`src/sglb_pkg.sv`:
```
// Shared constants and types for the scatter-gather list builder.
package sglb_pkg;

    localparam int FRAME_DEPTH = 64;
    localparam int MAX_ENTRIES = 32;
    localparam int PAGE_BITS   = 12;

    localparam int FRAME_AW = $clog2(FRAME_DEPTH);
    localparam int ENTRY_AW = $clog2(MAX_ENTRIES);
    localparam int FRAME_W  = 52;
    localparam int ADDR_W   = 64;
    localparam int LEN_W    = 32;
    localparam int CNT_W    = 6;

    localparam logic [1:0] ST_OK    = 2'd0;
    localparam logic [1:0] ST_INVAL = 2'd1;
    localparam logic [1:0] ST_RANGE = 2'd2;
    localparam logic [1:0] ST_NOSPC = 2'd3;

    localparam logic [2:0] REG_FPO   = 3'd0;
    localparam logic [2:0] REG_MAP   = 3'd1;
    localparam logic [2:0] REG_RING  = 3'd2;
    localparam logic [2:0] REG_PAGES = 3'd3;
    localparam logic [2:0] REG_LIMIT = 3'd4;

    localparam logic OP_LOAD  = 1'b0;
    localparam logic OP_BUILD = 1'b1;

    typedef struct packed {
        logic [ADDR_W-1:0] addr;
        logic [LEN_W-1:0]  len;
    } entry_t;

endpackage

```
`src/sglb_entry_ram.sv`:
```
// Entry store: buffered scatter-gather entries, one write port and one registered read port.
module sglb_entry_ram
    import sglb_pkg::*;
(
    input  logic                clk,
    input  logic                we,
    input  logic [ENTRY_AW-1:0] waddr,
    input  entry_t              wdata,
    input  logic [ENTRY_AW-1:0] raddr,
    output entry_t              rdata
);

    entry_t mem [MAX_ENTRIES];

    always_ff @(posedge clk)
    begin
        if (we)
        begin
            mem[waddr] <= wdata;
        end
        rdata <= mem[raddr];
    end

endmodule

```
`config.mk`:
```
export PLATFORM = sky130hd
export DESIGN_NAME = sglb_entry_ram
export DESIGN_NICKNAME = d
export VERILOG_FILES = /design/src/sglb_pkg.sv /design/src/sglb_entry_ram.sv
export SDC_FILE = /design/constraint.sdc
export NUM_CORES = 2
export LEC_CHECK = 0
export BUFFER_PORTS_ARGS = -buffer_cell sky130_fd_sc_hd__buf_2
export CORE_MARGIN = 4
export CORE_UTILIZATION = 55
export DETAILED_ROUTE_END_ITERATION = 8
export PLACE_DENSITY_LB_ADDON = 0.25
export SYNTH_ARGS = -nofsm -noshare
export SYNTH_HDL_FRONTEND = slang
export SYNTH_SLANG_ARGS = --single-unit
```
`constraint.sdc`:
```
create_clock -name clk -period 12.65 [get_ports clk]
set_clock_uncertainty 0.2 [all_clocks]
set_input_delay 0.6325 -clock clk [delete_from_list [all_inputs] [get_ports clk]]
set_output_delay 0.6325 -clock clk [all_outputs]
set_load 0.01 [all_outputs]
```
==> summary.txt <==
Net Sw Power = 4.48 mW
final setup fails = 0
Period Utilization, post-route = 31.9%
Clock Sink Count = 3168
Final Util = 62.3%
Core Rows = 170
Seq pwr share = 54.4%
Die Ht = 472 um
most frequent CP cell = buf_4
slowest stage delay, CP = 0.93 ns
antenna violations before repair = 27
Hold Vio Cnt, Final = 0
min cycle time layout = 4.03 ns
Detailed Routing Iterations Pass 1 = 6
peak supply drop = 0.137 mV
Via Count = 59715
Netlist cell types = 30
DRT antenna net count = 0
Core ar. = 214000 um2
top cells by area, synth = edfxtp_1, mux4_2, mux2i_1
Slowest-stage cell, CP = buf_4
routed vias/inst = 6.56
Syn-to-layout area delta = 12.8%
final worst slack = 8.62 ns
Clock Power Share = 40.9%
Detailed Route WL = 299000 um
routed len/inst = 32.9 um
Max-cap violations = 0
headroom to the max-slew limit = 10.9%
htree depth = 5
Reg clk slew, reported paths = 0.06 ns
Crit Path Class = in -> reg
clock buffer count from CTS = 319
global route total overflow = 0
Avg Inst Size Synth = 21.2 um2
Root Driver = clkbuf_16
Fin Hold WS = 0.0412 ns
worst-margin pin slew = 1.33 ns
Startpoint Class = primary input
Skew-Pair Late Insertion Delay = 0.98 ns
Crit. End Element = register
Yosys top cell by area = edfxtp_1
placer congestion estimate = 0.742
DP Wirelength = 136000 um
Leakage = 43.8 nW
layout cells sized above 1 = 18.8%
unrepaired setup endpoints after global routing = no
hold path cells = 1
CP Max Fanout = 93
Max Slew Vio Count = 0
Cell Area, Placed = 123000 um2
beginning of the worst hold path = wdata[11]
first-pass GRT wire length = 428000 um
number of global-route vias before repair = 59239
Min-Delay Endpoint = mem[6][11]$_DFFE_PP_
Total GRT Usage = 26.7%
fmax = 0.248 GHz
fin nets = 6118
register area share after synthesis = 79.4%
class of the worst hold path = in -> reg
Longest Clk Path Bufs = 4
Post-Syn Nets = 5712
Initial Util = 55.3%
CTS tree = built
cell-by-cell listing of the critical path = buf_8 -> buf_12 -> buf_4 -> buf_4 -> mux4_2 -> a22o_1 -> a31oi_1 -> nand3_1
combinational group share of total power = 4.7%
die area = 223000 um2
Switching Share = 20.8%
largest net degree at the start of global routing = 134
Die W = 472 um
Critical Path RT = 13.26 ns
post-synth top area share = 77.8%
Syn Std Cell Area = 119000 um2
setup_tns = 0 ns
R2R depth = 3
io pins = 204
#FFs+latches synth = 3168
pre-CTS setup slack = 7.66 ns
status = complete, no violations
reg2reg start = mem[13][30]$_DFFE_PP_
DR iter-0 viols = 7977
drt drc = 0
critical path data arrival time = 4.65 ns
capturing point of the worst reg2reg path = rdata[30]$_DFF_P_
fin area = 134000 um2
Internal Pwr Total = 17.1 mW
R2R Setup Slk = 10.60 ns
PortBufs = 203
Syn Inst Count = 5604
pwr dens = 161 nW/um2
Ys Warns = 0
[Yosys cell counts]
cell type,instances
a21oi_1,9
a22o_1,51
a22oi_1,511
a31oi_1,51
a32oi_1,5
and2_1,10
and3_1,1
and3b_1,1
buf_1,15
buf_2,111
buf_4,33
buf_6,20
clkbuf_1,139
dfxtp_1,96
edfxtp_1,3072
inv_1,1
mux2i_1,768
mux4_2,384
nand2_1,12
nand2b_1,1
nand3_1,194
nand3b_1,5
nand4_1,45
nor2_1,45
nor2_2,1
nor2b_1,15
nor3_1,3
nor3_2,2
or3_1,1
or3b_2,2
[through the flow]
| stage | cells | power, mW |
|---|---|---|
| finish | 9105 | 21.6 |
| global route | 9095 | 22.2 |
| CTS | 9091 | 21.7 |
| detailed placement | 8433 | 12.9 |
| global placement | 8433 | 12.9 |
| floorplan | 5604 | 12.5 |
[cells by family (layout without fill, tap and decap cells)]
group / Yosys count / in the layout / synth area share, %
mux: 1152 / 1152 / 13.8
flops: 3168 / 3168 / 79.4
buf+inv: 319 / 968 / 1.36
simple gates: 338 / 338 / 1.47
other cells: 0 / 14 / 0
compound gates: 627 / 627 / 3.96
[flip-flops by register name (all words and copies together) (netlist names)]
name   cells
rdata     96
mem     3072
[power by group through the flow]
| stage | registers, mW | logic, mW | clock network [mW] |
|---|---|---|---|
| floorplan | 12.0 | 0.541 | 0 |
| global placement | 12.0 | 0.961 | 0 |
| detailed placement | 12.0 | 0.980 | 0 |
| CTS | 11.7 | 1.01 | 8.94 |
| global route | 11.7 | 1.07 | 9.38 |
| finish | 11.7 | 1.01 | 8.82 |
[final cells by class]
class	instances	area, um2
clock buffers	437	8750
diodes	14	35.0
repair buffers	403	3120
fillers	14460	80700
clock inverters	127	902
flip-flops and latches	3168	94200
well taps	2838	3550
multi-input cells	2117	23100
inverters	1	3.75
[critical path, delay by kind of cell]
| kind | cells | cell delay (ns) |
|---|---|---|
| buf+inv | 4 | 2.72 |
| mux | 1 | 0.42 |
| compound gates | 2 | 0.39 |
| simple gates | 1 | 0.08 |
[what timing repair did]
action                                  4_1_cts  5_1_grt
hold endpoints to repair                   2916        0
endpoints found under the setup margin        0        0
gates resized for setup                       0        0
setup buffers                                 0        0
hold buffers                                 94        0
[worst max path at each step]
stage / startpoint / to / slack, ns / depth (start not counted)
after floorplan: waddr[1] / mem[12][0]$_DFFE_PP_ / 6.61 / 3
after global placement: raddr[0] / rdata[15]$_DFF_P_ / 7.74 / 8
after global routing: raddr[0] / rdata[9]$_DFF_P_ / 8.32 / 8
final: raddr[2] / rdata[94]$_DFF_P_ / 8.62 / 8
after CTS: raddr[0] / rdata[15]$_DFF_P_ / 8.61 / 8
after detailed placement: raddr[0] / rdata[18]$_DFF_P_ / 7.66 / 8
[layout by cell type (no fill, tap or decap), types with 2 or more instances in the layout]
cell type      instances
nand3_1              194
buf_2                199
nand3b_1               5
clkinv_2              56
nor2_4                38
nor2b_1                7
or3b_2                 2
inv_6                  3
nor2_1                 4
nor3_1                 3
clkinvlp_4             4
clkbuf_16            326
bufinv_16             11
a22oi_1              511
buf_12                27
diode_2               14
dlygate4sd3_1         94
clkbuf_8              18
nand4_1               45
dfxtp_1               96
and2_4                 2
clkinv_4               2
mux2i_1              768
buf_8                  2
and2_1                 7
clkbuf_1              93
edfxtp_1            3072
a21oi_1                9
clkinv_1              50
a22o_1                51
a31oi_1               51
nand2_1               12
mux4_2               384
nor2_2                 4
nor2b_4                7
buf_4                 80
a32oi_1                5
[routing by layer]
metal | GRT usage (%) | up-vias | wire [um]
met5 | 0 | - | 48
met4 | 6.91 | 8 | 7190
met3 | 4.56 | 501 | 28700
met2 | 41.8 | 3241 | 143000
met1 | 39.7 | 31661 | 121000
li1 | - | 24304 | -
(Power assumes the default switching activity.)
